**src/design/fcaxy_skid.sv**
```systemverilog
// Output register with a skid entry; stalls the pipeline only when both
// are full. No dependencies.
`timescale 1ns / 1ps
`default_nettype none

module fcaxy_skid #(
    parameter int DW = 17
) (
    input  wire logic          i_clk,
    input  wire logic          i_rst_n,
    output logic               o_en,
    input  wire logic          i_vld,
    input  wire logic [DW-1:0] i_data,
    output logic               o_vld,
    output logic [DW-1:0]      o_data,
    input  wire logic          i_rdy
);

    logic          r_out_v, r_sk_v;
    logic [DW-1:0] r_out, r_sk;
    logic          take;

    assign take = r_out_v && i_rdy;
    assign o_en = !r_sk_v;

    always_ff @(posedge i_clk) begin
        if (!i_rst_n) begin
            r_out_v <= 1'b0;
            r_sk_v  <= 1'b0;
        end else if (!r_sk_v && i_vld) begin
            if (!r_out_v || take) begin
                r_out   <= i_data;
                r_out_v <= 1'b1;
            end else begin
                r_sk   <= i_data;
                r_sk_v <= 1'b1;
            end
        end else if (take) begin
            if (r_sk_v) begin
                r_out  <= r_sk;
                r_sk_v <= 1'b0;
            end else begin
                r_out_v <= 1'b0;
            end
        end
    end

    assign o_vld  = r_out_v;
    assign o_data = r_out;

endmodule

`default_nettype wire

```
**config.mk**
```make
export PLATFORM = sky130hd
export DESIGN_NAME = fcaxy_skid
export DESIGN_NICKNAME = d
export VERILOG_FILES = /design/src/design/fcaxy_skid.sv
export SDC_FILE = /design/constraint.sdc
export NUM_CORES = 1
export LEC_CHECK = 0
export BUFFER_PORTS_ARGS = -buffer_cell sky130_fd_sc_hd__buf_2
export CELL_PAD_IN_SITES_DETAIL_PLACEMENT = 0
export CELL_PAD_IN_SITES_GLOBAL_PLACEMENT = 2
export CORE_MARGIN = 2
export CORE_UTILIZATION = 36
export DETAILED_ROUTE_END_ITERATION = 8
export PLACE_DENSITY = 0.77
export SLEW_MARGIN = 30
export SYNTH_ARGS = -nofsm -noshare
export SYNTH_HDL_FRONTEND = slang
export SYNTH_SLANG_ARGS = --single-unit
```
**constraint.sdc**
```tcl
create_clock -name i_clk -period 3.08 [get_ports i_clk]
set_clock_uncertainty 0.15 [all_clocks]
set_input_delay 0.77 -clock i_clk [delete_from_list [all_inputs] [get_ports i_clk]]
set_output_delay 0.77 -clock i_clk [all_outputs]
set_load 0.005 [all_outputs]
```
After elaboration in Yosys (flattened, before gate mapping)

Index checks and enable logic that the tools add are counted.

Register bits after elaboration: 36
Output and inout port bits: 19

Eq/ne operators: 3
Muxes and demuxes: 11
Bitwise logic cells: 1
Reductions and logical operators: 11

Operators with widths:

| operator                                                                | number |
|---|---|
| 17-bit two-way mux                                                      | 4 |
| 1-bit two-way mux                                                       | 7 |
| 3-bit AND reduction                                                     | 2 |
| 2-bit by 1-bit inequality test with 1-bit output, second input constant | 2 |
| 4-bit AND reduction                                                     | 1 |
| 2-bit nonzero test                                                      | 2 |
| 1-bit logical AND                                                       | 2 |
| 1-bit zero test                                                         | 2 |
| 2-bit inequality test, second input constant                            | 1 |
| 2-bit AND reduction                                                     | 1 |
| 1-bit logical OR                                                        | 1 |
| 1-bit inverter                                                          | 1 |

Longest topological paths before layout

Depth in word-level cells: 4
Gate-level depth with buffers: 4

Least setup slack after synthesis

Ideal clock, no wire load.

Path type: input-to-reg
From: input port i_vld
To: register r_sk[0], enable pin
Arrival: 2.324 ns
Required time: 2.517 ns
Setup slack: 0.194 ns
Stages on the path: 4
Path buffers: 2
Cells stage by stage: nand2b_4 -> buf_6 -> buf_12 -> nor3_1

Cells in the longest elaborated chain, start to end: 2

Ends and longest elaborated chain:

| item                                 | line | RTL |
|---|---|---|
| start: declaration                   | 12   | `input wire logic i_vld,` |
| 1-bit logical AND                    | 30   | `end else if (!r_sk_v && i_vld) begin` |
| 3-bit AND reduction (no source line) | -    |  |
| end signal: assignment               | 35   | `r_sk <= i_data;` |
| end: declaration                     | 20   | `logic [DW-1:0] r_out, r_sk;` |

No other way between the ends.
A chain may end at the register's enable or synchronous reset.

Final worst setup path

From: register r_sk_v
To: output port o_en

Cells in the longest elaborated chain, start to end: 1

Ends and longest elaborated chain:

| item                     | line | RTL |
|---|---|---|
| start: declaration       | 19   | `logic r_out_v, r_sk_v;` |
| start signal: assignment | 29   | `r_sk_v <= 1'b0;` |
| start signal: assignment | 36   | `r_sk_v <= 1'b1;` |
| start signal: assignment | 41   | `r_sk_v <= 1'b0;` |
| 1-bit zero test          | 24   | `assign o_en = !r_sk_v;` |
| end: declaration         | 11   | `output logic o_en,` |

No other way between the ends.

==> results.txt <==
Post-synthesis sequential area ratio - 76.26%
Maxcap violations - 0
CTS max path bufs - 2
Clk Tree Root Cell - clkbuf_8
Core Rows - 22
Unique masters post-synth - 16
Post-CTS resize count - 0
Worst R2R Path Depth - 2
CP Launch Type - flip-flop
Final #Nets - 136
Die Wd - 66.17 um
Post-synthesis mux area share - 15.92%
Via density - 4.573
I/O Buffers - 39
Worst-path clk slew - 0.06 ns
Max-Slew Margin vs Limit - 79.46%
Post-Synth XOR/XNOR Area - 0%
Tmin final - 1.783 ns
Critical Path Sink Type - output pin
Reg-to-Reg End - o_data[0]
Peak VDD IR - 0.2027 mV
Die H - 66.17 um
1st-pass router iterations - 4
Setup bufs post-CTS - 0
H-tree depth - 2
Mapped Cells - 68
Dpl hpwl - 1.534 mm
Mapped Area - 1391 um^2
Adder-cell share of the synthesized area - 0%
Slew Limit Fails - 0
Number of global-route vias before repair - 712
Final Core Density - 46.88%
Via count - 750
GPL Wtd Cong - 0.6515
Max stage delay on crit path - 0.40 ns
Worst-path fanout max - 6
GR Util met3 - 2.726%
LEAKAGE - 0.6760 nW
Largest net degree at the start of global routing - 20
Io pins - 40
Post-DR wirelength/cell - 13.03 um
GR Util met2 - 16.00%
Largest family of logic cells by synthesized area - multiplexers
Hold Buf Count CTS - 0
RSZ-0062 raised after global routing - false
TritonCTS clock tree - done
Slowest cell on the critical path - dfxtp_1
Most Used Layer, Global Route - met2
Flops & latches, synth - 36
# fillers - 337
CTS Sinks - 36
Crit path buf inv count - 2
Synth Area in Simple Gates - 3.507%
Area growth syn-to-layout - 24.28%
Critical path class - flip-flop to output pin
Clock latency on the worst-skew pair - 0.29 ns
Post-route DRC - 0
Pwr dens - 555.1 nW/um^2
Met1 Resource Use GR - 13.26%
Ys Warns - 0
Total Routed Length - 2.137 mm
Hold Path Origin - r_sk[5]
Hold Path Stages - 1
Final hold violation count - 0
Avg Inst Size Synth - 20.46 um^2
Initial Util - 37.72%
Flop-to-flop setup slack - 1.54 ns
Aggregate global routing overflow - 0
Final period utilization - 57.90%
Worst path required time - 2.16 ns
DRT antenna net count - 0
Gr usage total - 11.31%
Finish-stage setup viols - 0
Outcome - finished, final reports clean
Most frequent cells in the layout - 39 x buf_2, 34 x edfxtp_1, 9 x mux2_2
CP Cell Sequence - inv_1 -> buf_2
Total CTS buffers - 5
Cell family contributing the most delay on the critical path - flip-flops
Worst-margin pin slew - 0.3079 ns
WP data arrival - 0.86 ns
Hold WC Path Type - flip-flop to flip-flop
Post-synthesis compound-gate area fraction - 1.529%
Share of cells above drive strength 1 - 61.21%
Worst R2R Start - r_sk_v
First-pass GRT wire length - 3.305 mm
Iteration-0 DRC Markers - 32
Hold Path Sink - o_data[5]
Post-route setup TNS - 0 ns
Initial antenna violation count - 0
Die ar. - 4378 um^2
Syn Nets - 89
Fmax - 560.8 MHz
Core Box Area - 3689 um^2
N_diodes - 0
Commonest non-fill, non-tap cell in the layout - buf_2
worst register-to-register path: cells and delay by family (launching register included):
| kind | cells | cell delay, ns |
|---|---|---|
| DFF | 1 | 0.40 |
| and+or+nand+nor | 1 | 0.35 |
| muxes | 1 | 0.39 |
layer usage:
metal / wire (um) / vias up
met2: 983 / 32
met5: 0 / -
li1: - / 354
met3: 156 / 7
met1: 893 / 357
met4: 104 / 0
cells in the mapped netlist:
library cell	number	area (um^2)
buf_6	1	11.26
dfxtp_1	2	40.04
mux2_4	8	120.1
edfxtp_1	34	1021
a21oi_1	2	10.01
o22ai_1	1	6.260
o21ai_0	1	5.000
nor3b_1	1	7.510
inv_1	2	7.510
or2_2	1	6.260
nor3_1	1	5.000
mux2_2	9	101.4
buf_12	1	20.02
and2b_2	1	8.760
nand2_1	2	7.510
nand2b_4	1	13.76
layout make-up:
class | count | area, um^2 | share of cell area (%)
multi-input combinational | 28 | 300.3 | 17.37
timing repair buffer | 42 | 217.7 | 12.59
clock buffer | 5 | 68.82 | 3.980
tap | 48 | 60.06 | 3.473
sequential | 36 | 1061 | 61.36
clock inverter | 3 | 13.76 | 0.7959
inverter | 2 | 7.507 | 0.4342
stage by stage:
step                hold slack, ns  total power, W  instance area, um^2  instances  worst slack (ns)
finish                      0.4003       0.0009599                 1729        164             1.297
detailed placement          0.3842       0.0006632                 1647        156             1.086
floorplan                   0.3681       0.0006278                 1391         68            0.1939
global route                0.4141        0.001005                 1729        164             1.257
global placement            0.3804       0.0006612                 1647        156             1.097
CTS                         0.4030       0.0009769                 1729        164             1.284
worst max-delay path by stage:
stage                start       end  slack [ns]  cells past startpoint
floorplan            i_vld   r_sk[0]        0.19                      4
global placement     i_vld   r_sk[1]        1.10                      4
detailed placement   i_vld  r_sk[15]        1.09                      4
CTS                 r_sk_v      o_en        1.28                      2
global route        r_sk_v      o_en        1.26                      2
finish              r_sk_v      o_en        1.30                      2
kinds of logic after synthesis:
family | Yosys count
simple gates | 7
compound gates | 4
flops | 36
buf+inv | 4
mux | 17
state kept, by name, indices dropped and copies added, names as in the netlist:
register  flops
r_sk         17
o_data       17
o_vld         1
r_sk_v        1
where the power goes:
group	switching, W	internal [W]
Sequential	0.00000588	0.000559
Combinational	0.0000393	0.0000468
Clock	0.000156	0.000153
No activity file was read; power rests on OpenSTA's default activity.
