### src/design/fcaxy_pkg.sv
// Package for the full-circle angle block: pipeline record type, fixed-point
// constants and the arctangent step table. No dependencies.
`timescale 1ns / 1ps
`default_nettype none

package fcaxy_pkg;

    localparam int DEF_COORD_WIDTH     = 16;
    localparam int DEF_ANGLE_FRAC_BITS = 13;

    localparam int ZFRAC     = 30;
    localparam int NSTEPS    = 32;
    localparam int SCALE_TOP = 58;
    localparam int UV_W      = 60;
    localparam int Z_W       = 32;
    localparam int T_W       = 34;

    localparam logic [T_W-1:0] HALF_PI_Z  = 34'd1686629713;
    localparam logic [T_W-1:0] PI_Z       = 34'd3373259426;
    localparam logic [T_W-1:0] THREE_HP_Z = 34'd5059889139;
    localparam logic [T_W-1:0] TWO_PI_Z   = 34'd6746518852;

    typedef struct packed {
        logic            vld;
        logic            zero;
        logic [1:0]      quad;
        logic [UV_W-1:0] u;
        logic [UV_W-1:0] v;
        logic [Z_W-1:0]  z;
    } t_cordic;

    function automatic logic [Z_W-1:0] atan_z(input int idx);
        logic [Z_W-1:0] r;
        case (idx)
            0:       r = 32'h3243F6A8;
            1:       r = 32'h1DAC6705;
            2:       r = 32'h0FADBAFC;
            3:       r = 32'h07F56EA6;
            4:       r = 32'h03FEAB76;
            5:       r = 32'h01FFD55B;
            6:       r = 32'h00FFFAAA;
            7:       r = 32'h007FFF55;
            8:       r = 32'h003FFFEA;
            9:       r = 32'h001FFFFD;
            10:      r = 32'h000FFFFF;
            11:      r = 32'h0007FFFF;
            12:      r = 32'h0003FFFF;
            13:      r = 32'h0001FFFF;
            14:      r = 32'h0000FFFF;
            15:      r = 32'h00007FFF;
            16:      r = 32'h00003FFF;
            17:      r = 32'h00001FFF;
            18:      r = 32'h00000FFF;
            19:      r = 32'h000007FF;
            20:      r = 32'h000003FF;
            21:      r = 32'h000001FF;
            22:      r = 32'h000000FF;
            23:      r = 32'h0000007F;
            24:      r = 32'h0000003F;
            25:      r = 32'h0000001F;
            26:      r = 32'h0000000F;
            27:      r = 32'h00000008;
            28:      r = 32'h00000004;
            29:      r = 32'h00000002;
            30:      r = 32'h00000001;
            default: r = 32'h00000000;
        endcase
        return r;
    endfunction

    // Rounded value of two pi in the output format; it wraps to zero.
    function automatic longint angle_full(input int afb);
        longint sh;
        sh = longint'(ZFRAC - afb);
        return (longint'(TWO_PI_Z) + (longint'(1) << (sh - 1))) >>> sh;
    endfunction

endpackage

`default_nettype wire

### src/design/fcaxy_stage.sv
// One vectoring step of the rotation pipeline, with its own register.
// Depends on fcaxy_pkg.
`timescale 1ns / 1ps
`default_nettype none

module fcaxy_stage #(
    parameter int STEP = 0
) (
    input  wire logic          i_clk,
    input  wire logic          i_rst_n,
    input  wire logic          i_en,
    input  fcaxy_pkg::t_cordic i_q,
    output fcaxy_pkg::t_cordic o_q
);
    import fcaxy_pkg::*;

    localparam logic [Z_W-1:0] STEP_ANGLE = atan_z(STEP);

    logic signed [UV_W-1:0] du, dv;
    logic                   v_neg, v_pos;
    t_cordic                r_q, n_q;

    always_comb begin
        dv    = $signed(i_q.v) >>> STEP;
        du    = $signed(i_q.u) >>> STEP;
        v_neg = i_q.v[UV_W-1];
        v_pos = !v_neg && (|i_q.v);
        n_q   = i_q;
        if (v_pos) begin
            n_q.u = i_q.u + dv;
            n_q.v = i_q.v - du;
            n_q.z = i_q.z + STEP_ANGLE;
        end else if (v_neg) begin
            n_q.u = i_q.u - dv;
            n_q.v = i_q.v + du;
            n_q.z = i_q.z - STEP_ANGLE;
        end
    end

    always_ff @(posedge i_clk) begin
        if (!i_rst_n) begin
            r_q.vld <= 1'b0;
        end else if (i_en) begin
            r_q <= n_q;
        end
    end

    assign o_q = r_q;

endmodule

`default_nettype wire

### config.mk
export PLATFORM = sky130hd
export DESIGN_NAME = fcaxy_stage
export DESIGN_NICKNAME = d
export VERILOG_FILES = /design/src/design/fcaxy_pkg.sv /design/src/design/fcaxy_stage.sv
export SDC_FILE = /design/constraint.sdc
export NUM_CORES = 1
export LEC_CHECK = 0
export BUFFER_PORTS_ARGS = -buffer_cell sky130_fd_sc_hd__buf_2
export CORE_MARGIN = 5
export CORE_UTILIZATION = 53
export DETAILED_ROUTE_END_ITERATION = 6
export PLACE_DENSITY = 0.79
export SYNTH_ARGS = -nofsm -noshare
export SYNTH_HDL_FRONTEND = slang
export SYNTH_SLANG_ARGS = --single-unit
### constraint.sdc
create_clock -name i_clk -period 3.83 [get_ports i_clk]
set_input_delay 0 -clock i_clk [delete_from_list [all_inputs] [get_ports i_clk]]
set_output_delay 0 -clock i_clk [all_outputs]
set_load 0.01 [all_outputs]
# [After elaboration in Yosys (flattened, before gate mapping)]
# Index checks and enable logic that the tools add are counted.
[totals] ff_bits=156 out_inout_bits=156 in_bits=159 word_cells=17
[classes] n_reduce_logical=4 addsub=5 n_mux=2
[op_table] operator="2-to-1 mux 152 bit" count=2
[op_table] operator="subtractor 60 bit" count=2
[op_table] operator="adder 60 bit" count=1
[op_table] operator="OR reduction 60 bit" count=1
[op_table] operator="adder 32 x 30 -> 32 bit, second input constant" count=1
[op_table] operator="subtractor 32 x 30 -> 32 bit, second input constant" count=1
[op_table] operator="AND reduction 2 bit" count=1
[op_table] operator="logical AND 1 bit" count=1
[op_table] operator="logical NOT 1 bit" count=1

# [Longest topological paths before layout]
[logic_depth] depth_word=3 depth_mapped=15 ltp_nobuf=14

# [Least setup slack after synthesis]
# Ideal clock, no wire load.
[synth_timing] kind="input-to-reg" start="in i_en" end="reg r_q (netlist bit o_q[0]) (enable)" t_required_ns=3.297 arrival_time_ns=3.535 path_stages=1 slack_ns=-0.237 path_buffers=0 cell_sequence="and2_1"
[synth_via] elab_chain_cells=1
[synth_lines] element="start, declared" line_no="fcaxy_stage.sv:11" rtl="input wire logic i_en,"
[synth_lines] element="AND reduction 2 bit (no line)"
[synth_lines] element="end signal, assigned" line_no="fcaxy_stage.sv:44" rtl="r_q <= n_q;"
[synth_lines] element="end, declared" line_no="fcaxy_stage.sv:21" rtl="t_cordic r_q, n_q;"
# No other way between the ends.
# A chain may end at the register's enable or synchronous reset.

==> flow_summary.json <==
{
  "outcome": "completed",
  "clock_sinks": 156,
  "die_w_um": 195,
  "layout_commonest_cell": "buf_2",
  "yosysSeqAreaShare": 0.259,
  "largest_reg_flops": 156,
  "yosys.area_share.simple": 0.158,
  "layout_common_cells": "313 x buf_2, 300 x a21oi_1, 209 x nor2_1",
  "whs_ns": 0.0120,
  "syn-instance-count": 2302,
  "yosys-mux-area-fraction": 0.00221,
  "rsz0062_at_grt": "no",
  "design_area_mm2": 0.0223,
  "layout.nets": 3070,
  "multi_input_area_mm2": 0.0122,
  "pwr-share-comb": 0.441,
  "die_y_um": 195,
  "p_leak_nw": 9.65,
  "syn-num-nets": 2643,
  "dp_hpwl_um": 60900,
  "synth_xor_area_frac": 0.0310,
  "finalWeightedCongestion": 1.07,
  "slowest_delay_ns": 0.56,
  "routedWlPerCell_um": 24.9,
  "yosysWarnings": 0,
  "swShare": 0.403,
  "final-seq-area_mm2": 0.00467,
  "setup_ws_ns": 0.134,
  "path_clk_slew_ns": 0.07,
  "relSlewSlack": 0.328,
  "place_ws_ns": -0.144,
  "finalPower_mw": 7.31,
  "fp.coreArea_mm2": 0.0336,
  "drtAntennaViolNets": 0,
  "finalCriticalPeriod_ns": 3.70,
  "cts_root_buffer": "clkbuf_16",
  "viasPerCell": 6.76,
  "routed_wl_um": 79400,
  "switchingPower_mw": 2.95,
  "dr.pass1.iters": 6,
  "crit_required_ns": 4.01,
  "fmax_ghz": 0.271,
  "syn_to_final_growth_pct": 23.5,
  "drv_cap": 0,
  "cp_max_fo": 16,
  "power_density_mw_per_mm2": 328,
  "rr_worst_depth": 3,
  "row_count": 67,
  "synth_edf_count": 155,
  "internal_power_mw": 4.37,
  "fin_cells": 3193,
  "ys_seq_elements": 156,
  "synth_ff_type": "edfxtp_1",
  "setup_tns_ns": 0,
  "syn_area_mm2": 0.0181,
  "start_util": 0.538,
  "hold_violations": 0,
  "htree_levels": 4,
  "yosys.area_share.adder": 0.127,
  "dpl-instance-area_mm2": 0.0209,
  "cts_made_buffers": 17,
  "critPathArrivalTime_ns": 3.88,
  "synth-compound-area-share": 0.352,
  "tightest_slew_ns": 1.01,
  "placedCellCount": 3086,
  "hold_class": "primary input to register",
  "io_pins": 315,
  "clockBufferDepth": 2,
  "port-buffer-count": 314,
  "startpoint_type": "primary input",
  "cts_setup_buffers": 0,
  "clockPowerShare": 0.262,
  "tritoncts": "built",
  "slew_violations": 0,
  "drc": 0,
  "grt_max_degree": 158,
  "insertion_delay_ns": 0.45,
  "cpMaxStageDelayCell": "dlygate4sd3_1",
  "drt_iter0_markers": 3134,
  "ir_drop_mv": 0.335,
  "groute.usage.overall": 0.400,
  "fin_crit_sh": 0.965,
  "finClkSkew_ns": 0,
  "criticalPathCategory": "primary input to register",
  "dieArea_mm2": 0.0379,
  "drive_gt1_frac": 0.208,
  "antenna_found_initial": 1,
  "finalSetupViolations": 0,
  "postLayoutCoreUtil": 0.664,
  "async_reset_ff_frac": 0,
  "hold_depth": 3,
  "synth_top_family_by_area": "compound AO/OA/AOI/OAI gates",
  "synth_cell_types": 92,
  "num-fill-cells": 2900,
  "p_seq_frac": 0.297,
  "avgSynthCellArea_um2": 7.85,
  "overflow": 0,
  "endpoint_kind": "register",
  "grt_pass1_wl_um": 121000,
  "via_count": 21598,
  "cp_cell_sequence": "dlygate4sd3_1 -> buf_2 -> ha_1 -> buf_4 -> nor4_1 -> nand2_1 -> a211oi_2 -> o31a_1 -> o31a_1 -> nor2_1 -> o21bai_1 -> a21oi_1 -> a221oi_1 -> a21oi_1",
  "grt_pass1_vias": 20425
}
## power groups by stage
stage	combinational, mW	sequential [mW]	clock (mW)
after CTS	3.09	2.17	1.93
after global routing	3.42	2.18	2.02
final	3.23	2.17	1.92
after global placement	2.98	2.20	0
after detailed placement	3.01	2.20	0
after floorplan	1.75	2.29	0
## area by class of cell
class                           count  share of cell area
Antenna cell                        3            0.000336
Clock buffer                       18              0.0192
Clock inverter                     14             0.00897
Inverter                          195              0.0328
Multi-Input combinational cell   1818               0.546
Sequential cell                   156               0.209
Tap cell                          448              0.0251
Timing Repair Buffer              541               0.158
## cells in the mapped netlist, types with 5 or more instances
cell | number | area, um2
ha_1 | 179 | 2240
a221o_1 | 10 | 100
or3_1 | 7 | 43.8
a2bb2oi_1 | 12 | 105
o21a_1 | 21 | 158
buf_1 | 10 | 37.5
a21o_1 | 40 | 300
o22ai_1 | 63 | 394
a21boi_0 | 11 | 82.6
clkbuf_1 | 91 | 342
a22oi_1 | 20 | 150
a31o_2 | 7 | 61.3
o21bai_1 | 66 | 495
or2_2 | 7 | 43.8
xor2_1 | 14 | 123
o22a_1 | 8 | 70.1
o31a_1 | 12 | 105
nor2_1 | 210 | 788
nand4_1 | 37 | 231
nor4_1 | 35 | 219
nand2_1 | 151 | 567
nor2b_1 | 18 | 113
a211oi_1 | 26 | 195
buf_2 | 27 | 135
nand2b_1 | 18 | 113
a211oi_2 | 5 | 62.6
a31oi_1 | 22 | 138
o21ai_0 | 127 | 636
and3_1 | 10 | 62.6
and2_1 | 11 | 68.8
clkinv_1 | 8 | 30.0
o31ai_1 | 21 | 158
nor3_1 | 47 | 235
o221a_2 | 9 | 101
o211ai_1 | 16 | 120
a221oi_1 | 60 | 526
o221ai_1 | 19 | 166
o21ai_1 | 11 | 55.1
xnor2_1 | 50 | 438
inv_1 | 185 | 694
a311oi_1 | 6 | 52.6
nand3_1 | 48 | 240
edfxtp_1 | 155 | 4650
a21oi_1 | 300 | 1500
## worst paths after layout
path / start / endpoint / slack (ns)
hold / removal: i_q[120] / o_q[120] / 0.01
hold reg to reg: o_q[155] / o_q[155] / 1.12
setup / recovery: i_q[113] / o_q[87] / 0.13
setup reg to reg: o_q[155] / o_q[155] / 2.64
## layer usage
metal  part of all wire  wire (um)  global-route usage  up-vias
li1                   -          -                   -     9505
met1               0.39      31300               0.556    10062
met2               0.43      34100               0.602     1732
met3               0.12       9890              0.0890      299
met4              0.053       4180               0.166        0
met5                  0          0                   0        -
## critical path, delay by kind of cell
family	cells	cell delay (ns)
AOI/OAI and AO/OA	7	1.82
buffers and inverters	3	0.93
and+or+nand+nor	3	0.84
adders and majority gates	1	0.29
## timing repair
action / CTS / global route
resized for setup: 0 / 13
endpoints found under the hold margin: 69 / 0
setup endpoints to repair: 0 / 4
hold buffers: 72 / 0
## kinds of logic (layout without fill, tap and decap cells)
| kind of cell | after synthesis | count (layout) |
|---|---|---|
| AOI/OAI and AO/OA | 954 | 954 |
| adders and majority gates | 182 | 182 |
| DFF | 156 | 156 |
| xor gates and xnor gates | 64 | 64 |
| buffers and inverters | 328 | 768 |
| muxes | 4 | 4 |
| and+or+nand+nor | 614 | 614 |
| other | 0 | 3 |
No activity file was read; power rests on OpenSTA's default activity.
