### src/design/fcaxy_pkg.sv
// Package for the full-circle angle block: pipeline record type, fixed-point
// constants and the arctangent step table. No dependencies.
`timescale 1ns / 1ps
`default_nettype none

package fcaxy_pkg;

    localparam int DEF_COORD_WIDTH     = 16;
    localparam int DEF_ANGLE_FRAC_BITS = 13;

    localparam int ZFRAC     = 30;
    localparam int NSTEPS    = 32;
    localparam int SCALE_TOP = 58;
    localparam int UV_W      = 60;
    localparam int Z_W       = 32;
    localparam int T_W       = 34;

    localparam logic [T_W-1:0] HALF_PI_Z  = 34'd1686629713;
    localparam logic [T_W-1:0] PI_Z       = 34'd3373259426;
    localparam logic [T_W-1:0] THREE_HP_Z = 34'd5059889139;
    localparam logic [T_W-1:0] TWO_PI_Z   = 34'd6746518852;

    typedef struct packed {
        logic            vld;
        logic            zero;
        logic [1:0]      quad;
        logic [UV_W-1:0] u;
        logic [UV_W-1:0] v;
        logic [Z_W-1:0]  z;
    } t_cordic;

    function automatic logic [Z_W-1:0] atan_z(input int idx);
        logic [Z_W-1:0] r;
        case (idx)
            0:       r = 32'h3243F6A8;
            1:       r = 32'h1DAC6705;
            2:       r = 32'h0FADBAFC;
            3:       r = 32'h07F56EA6;
            4:       r = 32'h03FEAB76;
            5:       r = 32'h01FFD55B;
            6:       r = 32'h00FFFAAA;
            7:       r = 32'h007FFF55;
            8:       r = 32'h003FFFEA;
            9:       r = 32'h001FFFFD;
            10:      r = 32'h000FFFFF;
            11:      r = 32'h0007FFFF;
            12:      r = 32'h0003FFFF;
            13:      r = 32'h0001FFFF;
            14:      r = 32'h0000FFFF;
            15:      r = 32'h00007FFF;
            16:      r = 32'h00003FFF;
            17:      r = 32'h00001FFF;
            18:      r = 32'h00000FFF;
            19:      r = 32'h000007FF;
            20:      r = 32'h000003FF;
            21:      r = 32'h000001FF;
            22:      r = 32'h000000FF;
            23:      r = 32'h0000007F;
            24:      r = 32'h0000003F;
            25:      r = 32'h0000001F;
            26:      r = 32'h0000000F;
            27:      r = 32'h00000008;
            28:      r = 32'h00000004;
            29:      r = 32'h00000002;
            30:      r = 32'h00000001;
            default: r = 32'h00000000;
        endcase
        return r;
    endfunction

    // Rounded value of two pi in the output format; it wraps to zero.
    function automatic longint angle_full(input int afb);
        longint sh;
        sh = longint'(ZFRAC - afb);
        return (longint'(TWO_PI_Z) + (longint'(1) << (sh - 1))) >>> sh;
    endfunction

endpackage

`default_nettype wire

### src/design/fcaxy_post.sv
// Output arithmetic: quadrant offset, wrap into one turn, rounding to the
// output format. Three register stages. Depends on fcaxy_pkg.
`timescale 1ns / 1ps
`default_nettype none

module fcaxy_post #(
    parameter int ANGLE_FRAC_BITS = 13
) (
    input  wire logic                       i_clk,
    input  wire logic                       i_rst_n,
    input  wire logic                       i_en,
    input  fcaxy_pkg::t_cordic              i_q,
    output logic                            o_vld,
    output logic                            o_zero,
    output logic [ANGLE_FRAC_BITS+2:0]      o_angle
);
    import fcaxy_pkg::*;

    localparam int                   AW   = ANGLE_FRAC_BITS + 3;
    localparam int                   SH   = ZFRAC - ANGLE_FRAC_BITS;
    localparam logic [T_W-2:0]       HALF = (T_W-1)'(1) << (SH - 1);
    localparam logic [AW-1:0]        FULL = AW'(angle_full(ANGLE_FRAC_BITS));

    logic [2:0]     r_vld;
    logic [2:0]     r_zero;
    logic [T_W-1:0] r_t, n_t, offs;
    logic [T_W-2:0] r_w, n_w;
    logic [AW-1:0]  r_a, n_a;
    logic [T_W-2:0] rsum;

    always_comb begin
        case (i_q.quad)
            2'd0:    offs = '0;
            2'd1:    offs = HALF_PI_Z;
            2'd2:    offs = PI_Z;
            2'd3:    offs = THREE_HP_Z;
            default: offs = '0;
        endcase
        n_t = offs + {{(T_W-Z_W){i_q.z[Z_W-1]}}, i_q.z};

        if (r_t[T_W-1]) begin
            n_w = (T_W-1)'(r_t + TWO_PI_Z);
        end else if (r_t >= TWO_PI_Z) begin
            n_w = (T_W-1)'(r_t - TWO_PI_Z);
        end else begin
            n_w = r_t[T_W-2:0];
        end

        rsum = r_w + HALF;
        n_a  = rsum[T_W-2:SH];
        if (r_zero[1] || n_a >= FULL) begin
            n_a = '0;
        end
    end

    always_ff @(posedge i_clk) begin
        if (!i_rst_n) begin
            r_vld <= '0;
        end else if (i_en) begin
            r_vld  <= {r_vld[1:0], i_q.vld};
            r_zero <= {r_zero[1:0], i_q.zero};
            r_t    <= n_t;
            r_w    <= n_w;
            r_a    <= n_a;
        end
    end

    assign o_vld   = r_vld[2];
    assign o_zero  = r_zero[2];
    assign o_angle = r_a;

endmodule

`default_nettype wire

### config.mk
export PLATFORM = sky130hd
export DESIGN_NAME = fcaxy_post
export DESIGN_NICKNAME = d
export VERILOG_FILES = /design/src/design/fcaxy_pkg.sv /design/src/design/fcaxy_post.sv
export SDC_FILE = /design/constraint.sdc
export NUM_CORES = 1
export LEC_CHECK = 0
export ABC_AREA = 1
export BUFFER_PORTS_ARGS = -buffer_cell sky130_fd_sc_hd__buf_2
export CAP_MARGIN = 20
export CORE_MARGIN = 1.5
export CORE_UTILIZATION = 34
export DETAILED_ROUTE_END_ITERATION = 12
export GPL_TIMING_DRIVEN = 0
export PLACE_DENSITY_LB_ADDON = 0.3
export SLEW_MARGIN = 40
export SYNTH_ARGS = -nofsm -noshare
export SYNTH_HDL_FRONTEND = slang
export SYNTH_SLANG_ARGS = --single-unit
### constraint.sdc
create_clock -name i_clk -period 6 [get_ports i_clk]
set_input_delay 1.2 -clock i_clk [delete_from_list [all_inputs] [get_ports i_clk]]
set_output_delay 1.2 -clock i_clk [all_outputs]
set_load 0.02 [all_outputs]
== Yosys cells after proc, flatten, opt, wreduce, memory -nomap -nowiden ==
Index checks and enable logic that the tools add are counted.
Word-level totals
  flip-flop bits (word level): 89
  input port bits: 159
  output and inout port bits: 18
Cells by class
  add/sub/neg operators: 4
  order comparisons: 2
  equal/unequal tests: 3
  muxes and demuxes: 3
  reductions and logical operators: 3
Operators by type and width (count)
  34-bit case mux with 4 select lines: 1
  33-bit two-way mux: 2
  34-bit adder: 1
  34-bit by 33-bit greater-or-equal comparator with 1-bit output (second input constant): 1
  33-bit by 17-bit adder with 33-bit output (second input constant): 1
  33-bit adder (second input constant): 1
  33-bit subtractor (second input constant): 1
  16-bit greater-or-equal comparator (second input constant): 1
  2-bit equality test (second input constant): 2
  2-bit by 1-bit equality test with 1-bit output (second input constant): 1
  2-bit zero test: 1
  2-bit AND reduction: 1
  1-bit logical OR: 1

== Logic depth before layout (Yosys ltp) ==
  depth after elaboration: 3
  mapped depth: 17
  mapped depth without buffers: 17

== Least setup slack after synthesis ==
Ideal clock, no wire load.
  kind: in2reg
  start point: input port i_q[153] (netlist bit)
  end point: register r_t[22], data pin
  data arrival time: 2.980 ns
  required time: 5.748 ns
  setup slack: 2.767 ns
  stages: 16
  buffers on the path: 0
  cell sequence: inv_1 > ha_1 > inv_1 > nand2_2 > ha_1 > fa_1 > nand2_1 > inv_1 > nand2_1 > o21ai_0 > nand4_1 > nand2_1 > nand2_1 > nand2_1 > nand2_1 > nand2_1
Between the ends
  longest elaborated chain between the ends: 3
Ends and longest elaborated chain
  start, declared: RTL line fcaxy_post.sv:12  | input fcaxy_pkg::t_cordic i_q,
  2-bit equality test (tied with other cells): RTL line fcaxy_post.sv:32  | case (i_q.quad)
  34-bit case mux with 4 select lines (*): RTL line fcaxy_post.sv:32
  34-bit adder (*): RTL line fcaxy_post.sv:39  | n_t = offs + {{(T_W-Z_W){i_q.z[Z_W-1]}}, i_q.z};
  via n_t[22]: RTL line fcaxy_post.sv:26  | logic [T_W-1:0] r_t, n_t, offs;
  end signal, assigned: RTL line fcaxy_post.sv:62  | r_t <= n_t;
  end, declared: RTL line fcaxy_post.sv:26
The timed path passes the listed nets; every way through them passes the cells marked *. The select of a mux whose other input is x is not followed.
A chain may end at the register's enable or synchronous reset.

== Final worst setup path ==
  start point: input port i_q[153] (netlist bit)
  end point: register r_t[30], data pin
Same word-level chain as after synthesis.

==> results.toml <==
[yosys]
synth_common_cells = "nand2_1 (452), nor2_1 (169), inv_1 (146)"
yosysWarnings = 0
synthesis.instances = 1180
synth_area_leaders = "edfxtp_1 (28%), nand2_1 (24%), nor2_1 (8.8%)"
synthesis.nets = 1365
yosysTopAreaCell = "edfxtp_1"
syn_area_per_cell_um2 = 6.09
yosys.area.top_type_share_pct = 28.4
async_flop_share_pct = 0
ys_ff_latch = 71
synth-seq-area-share_pct = 29.2
synthMostInstantiatedCell = "nand2_1"
netlist_area_um2 = 7190
synth_ff_type = "edfxtp_1"
synth_edf_count = 68
ys_types = 42

[layout]
insertedDiodeCount = 0
final_layout_size_suffix_gt1_share_pct = 9.34
nFillCells = 2320
area_delta_synth_final_pct = 12.8
finalNetCount = 1433

[placement]
pre_cts_slack_ns = 1.94
portBuffers = 56
gp_congestion = 0.921
dp_hpwl_um = 17000

[clocking]
cts.repair.resized = 0
worstSkewPairLatency_ns = 0.35
post_cts_buffers = 0
cts.sinks = 71
holdBufCountCts = 0
path_clk_slew_ns = 0.06
cts-buffers-inserted = 9
htree_levels = 3
cts_root_buf = "clkbuf_16"
cts_tree = "done"
clock_path_buffers = 2

[detailed_routing]
wirelength_met1_um = 8590
met2_length_um = 9850
route.vias.total = 7442
drtPass1Iterations = 6
wl_met3_um = 961
drtAntennaViolNets = 0
via_per_inst = 4.87
drcViolationCount = 0
top_layer = "met4"
totalWireLength_um = 20200
wl_per_cell_um = 13.2
drt_iter0_drc = 448

[die]
die_area_um2 = 22000
core-area_um2 = 20900
die_h_um = 148
dieWidth_um = 148
rows = 53
io_pins = 177
start_util_pct = 34.4

[sta]
finalCriticalPeriod_ns = 3.69
slew_headroom_pct = 61.4
fmax_ghz = 0.271
fin_ws_ns = 2.31
tightestPinTransition_ns = 0.572
setup-tns-final_ns = 0
rsz0062_at_grt = "false"
hold_viol_final = 0
finalClockSkew_ns = 0.00835
setup_viol = 0
drv_slew = 0
final.period_utilization_pct = 61.4

[critical_path]
worstPathArrival_ns = 3.78
path_class = "in -> reg"
end_kind = "register"
cpMostUsedCell = "nand2_1"
start_kind = "input pin"
crit_required_ns = 6.09
cp_slowest_cell = "ha_1"
rr_worst_depth = 11
path_depth = 15
cp.buffers_inverters = 3
slowest_delay_ns = 0.36
crit_family = "simple AND/OR/NAND/NOR gates"
crit_chain = "buf_2 -> ha_1 -> inv_2 -> nand2_2 -> ha_1 -> fa_1 -> nand2_1 -> inv_1 -> nand2_1 -> o21ai_0 -> nand4_1 -> nand2_1 -> nand2_1 -> nand3_1 -> nand2_1"
critical_path_peak_fanout = 9

[pwr]
power_density_nw_per_um2 = 203
p_leak_nw = 3.99
peakVddDrop_uv = 132

[status]
status = "complete, no violations"

[run]
cap_violations = 0

[global_routing]
grt-ovfl-total = 0
grtUsageTotal_pct = 18.8
grt_max_degree = 37
grt_pass1_wl_um = 33000
grt_pass1_vias = 6900
antenna_found_initial = 0

[worst_hold_path]
min_path_cells = 0
hp-class = "reg -> reg"
## worst paths after layout
check / to / slack (ns) / startpoint
worst min-delay path: r_zero[1] / 0.43 / r_zero[0]
worst max register to register: r_w[24] / 3.56 / r_t[13]
worst min register to register: r_zero[1] / 0.43 / r_zero[0]
worst max-delay path: r_t[30] / 2.31 / i_q[153]
## through the flow
| step | hold slack [ns] | std cells | power [W] | utilization [%] | area, um^2 |
|---|---|---|---|---|---|
| after floorplan | 0.400 | 1180 | 0.00100 | - | 7190 |
| final | 0.426 | 1528 | 0.00165 | 38.8 | 8110 |
| after global routing | 0.447 | 1528 | 0.00175 | 38.8 | 8110 |
| after global placement | 0.402 | 1511 | 0.00115 | 37.4 | 7820 |
| after detailed placement | 0.408 | 1512 | 0.00115 | 37.5 | 7840 |
| after CTS | 0.428 | 1528 | 0.00166 | 38.8 | 8110 |
## cell type report
class,count,area (um^2),area share (%)
buffer,15,86.3,1.06
tap,275,344,4.24
inverter,150,566,6.97
clock buffer,9,225,2.78
timing repair buffer,57,300,3.70
sequential,71,2100,25.9
multi-input combinational,944,4440,54.7
clock inverter,7,47.5,0.586
## kinds of logic after synthesis
family                     after synthesis  share of synthesized area, %
and+or+nand+nor                        790                          46.0
buffers and inverters                  165                          9.03
AOI/OAI and AO/OA                      101                          7.78
DFF                                     71                          29.2
xor gates and xnor gates                27                          3.29
adders and majority gates               26                          4.63
## sequential cells by signal (all words and copies together) (netlist names)
| register | cells |
|---|---|
| r_t | 32 |
| o_angle | 16 |
| r_vld | 3 |
| r_zero | 3 |
| r_w | 17 |
## cells in the final DEF (no fill, tap or decap), drive strengths merged
cell and n:
clkinv 4, or2 1, o21a 3, dfxtp 3, xor2 21, a22oi 1
o21ai 39, nor4 3, a21oi 38, o22ai 1, o21bai 4, buf 68
clkinvlp 1, a21boi 3, a21o 2, fa 1, xnor2 6, ha 25
nand2 460, o211ai 4, a31oi 4, inv 152, o31ai 1, nand3b 10
edfxtp 68, nand4 17, clkbuf 13, a211oi 1, nand2b 1, nor2 189
nor3 13, nor3b 2, nand3 94
## where the power goes
| part | leakage, nW | switching (W) | internal (W) |
|---|---|---|---|
| Sequential | 0.661 | 0.0000352 | 0.000600 |
| Combinational | 3.20 | 0.000350 | 0.000163 |
| Clock | 0.134 | 0.000219 | 0.000280 |
## metal layers
layer	GRT usage, %	vias to the layer above
met4	7.92	0
li1	-	3909
met1	22.2	3286
met2	34.3	197
met5	0	-
met3	2.33	50
Note: power is estimated with default switching activity, not from simulation.
