`config.mk`:
```
export PLATFORM = sky130hd
export DESIGN_NAME = fcaxy_prep
export DESIGN_NICKNAME = d
export VERILOG_FILES = /design/src/design/fcaxy_pkg.sv /design/src/design/fcaxy_prep.sv
export SDC_FILE = /design/constraint.sdc
export NUM_CORES = 1
export LEC_CHECK = 0
export ABC_AREA = 0
export BUFFER_PORTS_ARGS = -buffer_cell sky130_fd_sc_hd__buf_2
export CAP_MARGIN = 20
export CORE_ASPECT_RATIO = 0.9
export CORE_MARGIN = 4
export CORE_UTILIZATION = 25
export CTS_CLUSTER_SIZE = 40
export DETAILED_ROUTE_END_ITERATION = 12
export PLACE_DENSITY = 0.57
export SKIP_CTS_REPAIR_TIMING = 1
export SYNTH_ARGS = -nofsm -noshare
export SYNTH_HDL_FRONTEND = slang
export SYNTH_SLANG_ARGS = --single-unit
```
`constraint.sdc`:
```
create_clock -name i_clk -period 4.05 [get_ports i_clk]
set_input_delay 0.2025 -clock i_clk [delete_from_list [all_inputs] [get_ports i_clk]]
set_output_delay 0.2025 -clock i_clk [all_outputs]
set_load 0.01 [all_outputs]
```
`src/design/fcaxy_pkg.sv`:
```
// Package for the full-circle angle block: pipeline record type, fixed-point
// constants and the arctangent step table. No dependencies.
`timescale 1ns / 1ps
`default_nettype none

package fcaxy_pkg;

    localparam int DEF_COORD_WIDTH     = 16;
    localparam int DEF_ANGLE_FRAC_BITS = 13;

    localparam int ZFRAC     = 30;
    localparam int NSTEPS    = 32;
    localparam int SCALE_TOP = 58;
    localparam int UV_W      = 60;
    localparam int Z_W       = 32;
    localparam int T_W       = 34;

    localparam logic [T_W-1:0] HALF_PI_Z  = 34'd1686629713;
    localparam logic [T_W-1:0] PI_Z       = 34'd3373259426;
    localparam logic [T_W-1:0] THREE_HP_Z = 34'd5059889139;
    localparam logic [T_W-1:0] TWO_PI_Z   = 34'd6746518852;

    typedef struct packed {
        logic            vld;
        logic            zero;
        logic [1:0]      quad;
        logic [UV_W-1:0] u;
        logic [UV_W-1:0] v;
        logic [Z_W-1:0]  z;
    } t_cordic;

    function automatic logic [Z_W-1:0] atan_z(input int idx);
        logic [Z_W-1:0] r;
        case (idx)
            0:       r = 32'h3243F6A8;
            1:       r = 32'h1DAC6705;
            2:       r = 32'h0FADBAFC;
            3:       r = 32'h07F56EA6;
            4:       r = 32'h03FEAB76;
            5:       r = 32'h01FFD55B;
            6:       r = 32'h00FFFAAA;
            7:       r = 32'h007FFF55;
            8:       r = 32'h003FFFEA;
            9:       r = 32'h001FFFFD;
            10:      r = 32'h000FFFFF;
            11:      r = 32'h0007FFFF;
            12:      r = 32'h0003FFFF;
            13:      r = 32'h0001FFFF;
            14:      r = 32'h0000FFFF;
            15:      r = 32'h00007FFF;
            16:      r = 32'h00003FFF;
            17:      r = 32'h00001FFF;
            18:      r = 32'h00000FFF;
            19:      r = 32'h000007FF;
            20:      r = 32'h000003FF;
            21:      r = 32'h000001FF;
            22:      r = 32'h000000FF;
            23:      r = 32'h0000007F;
            24:      r = 32'h0000003F;
            25:      r = 32'h0000001F;
            26:      r = 32'h0000000F;
            27:      r = 32'h00000008;
            28:      r = 32'h00000004;
            29:      r = 32'h00000002;
            30:      r = 32'h00000001;
            default: r = 32'h00000000;
        endcase
        return r;
    endfunction

    // Rounded value of two pi in the output format; it wraps to zero.
    function automatic longint angle_full(input int afb);
        longint sh;
        sh = longint'(ZFRAC - afb);
        return (longint'(TWO_PI_Z) + (longint'(1) << (sh - 1))) >>> sh;
    endfunction

endpackage

`default_nettype wire

```
`src/design/fcaxy_prep.sv`:
```
// Input stage: folds the vector into the first quadrant and scales it.
// Depends on fcaxy_pkg.
`timescale 1ns / 1ps
`default_nettype none

module fcaxy_prep #(
    parameter int COORD_WIDTH = 16
) (
    input  wire logic                   i_clk,
    input  wire logic                   i_rst_n,
    input  wire logic                   i_en,
    input  wire logic                   i_vld,
    input  wire logic [COORD_WIDTH-1:0] i_x,
    input  wire logic [COORD_WIDTH-1:0] i_y,
    output fcaxy_pkg::t_cordic          o_q
);
    import fcaxy_pkg::*;

    localparam int PRESHIFT = SCALE_TOP - COORD_WIDTH;

    logic [COORD_WIDTH:0] x_ext, y_ext, x_neg, y_neg, mag_u, mag_v;
    logic                 x_pos, x_lt0, y_pos, y_lt0, x_nz, y_nz;
    t_cordic              r_q, n_q;

    always_comb begin
        x_ext = {i_x[COORD_WIDTH-1], i_x};
        y_ext = {i_y[COORD_WIDTH-1], i_y};
        x_neg = -x_ext;
        y_neg = -y_ext;
        x_nz  = |i_x;
        y_nz  = |i_y;
        x_lt0 = i_x[COORD_WIDTH-1];
        y_lt0 = i_y[COORD_WIDTH-1];
        x_pos = x_nz && !x_lt0;
        y_pos = y_nz && !y_lt0;
        if (x_pos && !y_lt0) begin
            n_q.quad = 2'd0;
            mag_u    = x_ext;
            mag_v    = y_ext;
        end else if (!x_pos && y_pos) begin
            n_q.quad = 2'd1;
            mag_u    = y_ext;
            mag_v    = x_neg;
        end else if (x_lt0 && !y_pos) begin
            n_q.quad = 2'd2;
            mag_u    = x_neg;
            mag_v    = y_neg;
        end else begin
            n_q.quad = 2'd3;
            mag_u    = y_neg;
            mag_v    = x_ext;
        end
        n_q.vld  = i_vld;
        n_q.zero = !x_nz && !y_nz;
        n_q.u    = UV_W'(mag_u) << PRESHIFT;
        n_q.v    = UV_W'(mag_v) << PRESHIFT;
        n_q.z    = '0;
    end

    always_ff @(posedge i_clk) begin
        if (!i_rst_n) begin
            r_q.vld <= 1'b0;
        end else if (i_en) begin
            r_q <= n_q;
        end
    end

    assign o_q = r_q;

endmodule

`default_nettype wire

```
After elaboration in Yosys (flattened, before gate mapping)
Cells that the tools add are included.
- reduce and logical (&&, ||, !) cells: 16
- multiplexer cells: 8
- add/subtract/negate cells: 2
- operator list (kind ; count):
    17-bit two-way mux ; 6
    17-bit negation ; 2
    16-bit OR reduction ; 2
    1-bit logical AND ; 6
    1-bit logical NOT ; 6
    1-bit two-way mux ; 2
    2-bit AND reduction ; 1
    2-bit OR reduction ; 1
- flip-flop bits (word level): 38
- logic and storage cells: 32
- input bits: 36

Longest topological paths before layout
- word-level depth: 7
- mapped depth: 14

Worst setup path before layout
Ideal clock, no wire load.
- path type: input -> register
- start point: input port i_y[0]
- end point: register r_q (netlist bit o_q[77]), data pin
- setup slack: 488 ps
- arrival: 3303 ps
- data required time: 3791 ps
- stages on the path: 14
- library setup time: 259 ps
- path through: inv_1 ha_1 or3b_2 clkbuf_1 nor4_1 nand3_1 ha_1 nor2b_1 clkbuf_1 clkbuf_1 buf_1 o21ai_0 o211ai_1 nand2_1
- longest elaborated chain between the ends: 7
- RTL lines (item ; RTL line ; text):
    start: declaration ; fcaxy_prep.sv:14 ; input wire logic [COORD_WIDTH-1:0] i_y,
    branches (longest 5 deep; another with 17-bit negation) ; n/a ;
    17-bit two-way mux (*) ; fcaxy_prep.sv:40 ; end else if (!x_pos && y_pos) begin
    17-bit two-way mux (*) ; fcaxy_prep.sv:36 ; if (x_pos && !y_lt0) begin
    named net mag_v[3] ; fcaxy_prep.sv:21 ; logic [COORD_WIDTH:0] x_ext, y_ext, x_neg, y_neg, mag_u, mag_v;
    end signal: assignment ; fcaxy_prep.sv:64 ; r_q <= n_q;
    end: declaration ; fcaxy_prep.sv:23 ; t_cordic r_q, n_q;
Mark *: on every way through the listed nets, which the timed path passes.
A chain may end at the register's enable or synchronous reset.

Final worst setup path
- start point: input port i_x[1]
- end point: register r_q (netlist bit o_q[81]), data pin
- longest elaborated chain between the ends: 6
- RTL lines (item ; RTL line ; text):
    start: declaration ; fcaxy_prep.sv:13 ; input wire logic [COORD_WIDTH-1:0] i_x,
    branches (longest 5 deep; another with 17-bit negation) ; n/a ;
    17-bit two-way mux (*) ; fcaxy_prep.sv:36 ;
    named net mag_v[7] ; fcaxy_prep.sv:21 ;
Marks and branches as above.

==> results.md <==
- Synth Register Bits: 38
- PortBufs: 73
- Core box area: 0.0154 mm²
- Synth cell types: 57
- Unrepaired setup endpoints after global routing: no
- Synth Warn #: 0
- CP max FO: 14
- Vias in the first global route: 3,038
- Pin count of the biggest net entering global routing: 38
- Final TNS setup: 0 ps
- Peak Freq: 305 MHz
- Number of cell rows: 43
- Vias: 3,398
- Most frequent cell after synthesis: buf_4
- Met3 routed WL: 873 µm
- Dpl hpwl: 8340 µm
- Starting density of the core: 0.255
- Headroom to the max-slew limit: 0.324
- Synth top area cells: edfxtp_1 28%, buf_4 23%, o21ai_0 4.2%
- Max-cap viol count: 0
- Post-route ant nets: 0
- R2R Setup Slk: 3470 ps
- VDD IR-drop max: 129 µV
- Highest routed metal layer: met5
- Final WS setup: 772 ps
- Clk_skew: 0 ps
- Largest family of logic cells by synthesized area: buffers and inverters
- Clock Sinks: 38
- Total wire length: 11,000 µm
- Post-synthesis mux area share: 0.0156
- # DRC: 0
- Worst Setup SP: i_x[1]
- Fin crit share: 0.809
- Initial antenna violation count: 3
- Synth Area in Compound Gates: 0.205
- Drt via density: 4.53
- Fin. max-slew vios: 0
- Crit start category: input port
- Syn-to-layout area delta: 7.62%
- Reg clk slew, reported paths: 60 ps
- Die area: 0.0178 mm²
- Clk_lat worst skew: 280 ps
- Syn Std Cell Area: 0.00392 mm²
- Footprint of the multi-input gates: 0.00214 mm²
- Share of layout cells above drive strength 1: 0.186
- Reg area: 0.00113 mm²
- Simple-Gate Fraction of Synth Area: 0.175
- Grt ovf: 0
- # diodes: 0
- Height of the chip: 127 µm
- Met1 Wirelength: 4690 µm
- Synth Instances: 489
- Crit path DAT: 3380 ps
- H-Tree Depth: 2
- Ys flop type: edfxtp_1
- Outcome: completed
- Power Density: 298 mW/mm²
- Post-layout minimum cycle time: 3280 ps
- Reg2Reg Capture Point: o_q[155]
- Number of flops mapped to enable cells by yosys: 37
- CTS tree: built
- Routability cong.: 0.863
- Detailed Route Iter0 Violations: 254
- Pre-antenna DRT Iters: 6
- Tot GR Track Use: 0.115
- Setup WS pre-CTS: 525 ps
- Slew @ Worst Pin: 1010 ps
- # fillers: 1,738
- Worst R2R Start: o_q[155]
- Synth Area per Inst: 8.02 µm²
- Top cells by count, synth: 118 x buf_4, 43 x nor2_1, 37 x edfxtp_1
- Num CTS Buffers: 5
- HP Class: in2reg
- Kind of critical path: in2reg
- Ports: 192
- Drt wl/cell: 14.6 µm
- Final count of hold timing violations: 0
- Met2 routed WL: 5190 µm
- Layout net count: 587
- FFs w/ async S/R, synth: 0
- Synth area leader: edfxtp_1
- Static Leak: 0.00178 µW
- Seq/Total Area, Yosys: 0.288
- First-pass GRT wire length: 16,600 µm
- Max reg flops: 38
- R2r worst-path depth: 2
- Setup violations, final: 0
- CTS max path bufs: 2
- Setup crit end kind: flop
- Top-area cell type share of the netlist area: 0.283
- Crit path capture: o_q[81]
- CTS root buf: clkbuf_16
- DIE WIDTH: 140 µm
- Adder-cell area share of the yosys netlist: 0.0128
- Data required, critical path: 4150 ps
- Post-synthesis xor/xnor area fraction: 0.0246
worst max-delay path: stages:
cell,delay (ps)
buf_2,130
inv_1,70
ha_1,270
nor4b_1,260
buf_4,200
nand4_1,200
or3_1,420
ha_1,380
nand2b_1,350
nand2_1,240
buf_4,200
o22ai_1,90
a221oi_1,340
metrics by stage:
stage               std cells  total power (µW)   util  hold WS, ps  cell area, µm²
finish                    750              1260  0.274          147            4220
global route              750              1320  0.274          213            4220
CTS                       750              1260  0.274          150            4220
detailed placement        742               811  0.264          441            4060
global placement          742               811  0.264          444            4060
floorplan                 606               789      -          331            4360
where the power goes:
part / switching, µW / internal, µW
Sequential: 8.59 / 473
Combinational: 218 / 107
Clock: 162 / 292
cell usage in the layout, fill, tap and decap left out, types with 3 or more instances in the layout:
cell type / instances
a31oi_1: 4
nand2b_1: 5
nor4_1: 9
conb_1: 118
a222oi_1: 3
a21oi_1: 24
o31ai_1: 5
o22ai_1: 3
nor2_1: 43
o21ai_0: 33
a221oi_1: 4
o21a_1: 4
inv_1: 10
ha_1: 4
a311oi_1: 3
nand3_1: 13
mux2i_1: 5
o211ai_1: 4
a21o_1: 6
buf_2: 73
or3_1: 8
clkbuf_16: 5
buf_4: 17
a22oi_1: 3
nor3_1: 16
o221ai_1: 4
xor2_1: 3
o2111ai_1: 3
nand2_1: 32
edfxtp_1: 37
xnor2_1: 8
layer usage:
| metal | up-vias | global-route usage |
|---|---|---|
| li1 | 1632 | - |
| met1 | 1575 | 0.153 |
| met2 | 165 | 0.191 |
| met3 | 20 | 0.0234 |
| met4 | 6 | 0.0302 |
| met5 | - | 0 |
layout make-up:
| class | count | share of cell area |
|---|---|---|
| Multi-Input combinational cell | 402 | 0.508 |
| Sequential cell | 38 | 0.268 |
| Timing Repair Buffer | 90 | 0.117 |
| Tap cell | 202 | 0.0599 |
| Clock buffer | 7 | 0.0314 |
| Inverter | 10 | 0.00889 |
| Clock inverter | 1 | 0.00711 |
worst min-delay path by stage:
stage	startpoint	endpoint	slack [ps]	cells after the start
2_1_floorplan	i_rst_n	o_q[155]	330	1
6_report	i_rst_n	o_q[155]	150	2
3_5_place_dp	i_rst_n	o_q[155]	440	2
4_1_cts	i_rst_n	o_q[155]	150	2
5_1_grt	i_rst_n	o_q[155]	210	2
3_3_place_gp	i_rst_n	o_q[155]	440	2
cells by family (layout without fill, tap and decap cells):
logic type | count (synthesis) | after routing
buf+inv | 166 | 108
simple gates | 142 | 142
compound gates | 121 | 121
flops | 38 | 38
xor+xnor | 11 | 11
mux | 6 | 6
fa+ha+maj | 4 | 4
other cells | 1 | 118
Power figures use the tool's default switching activity.
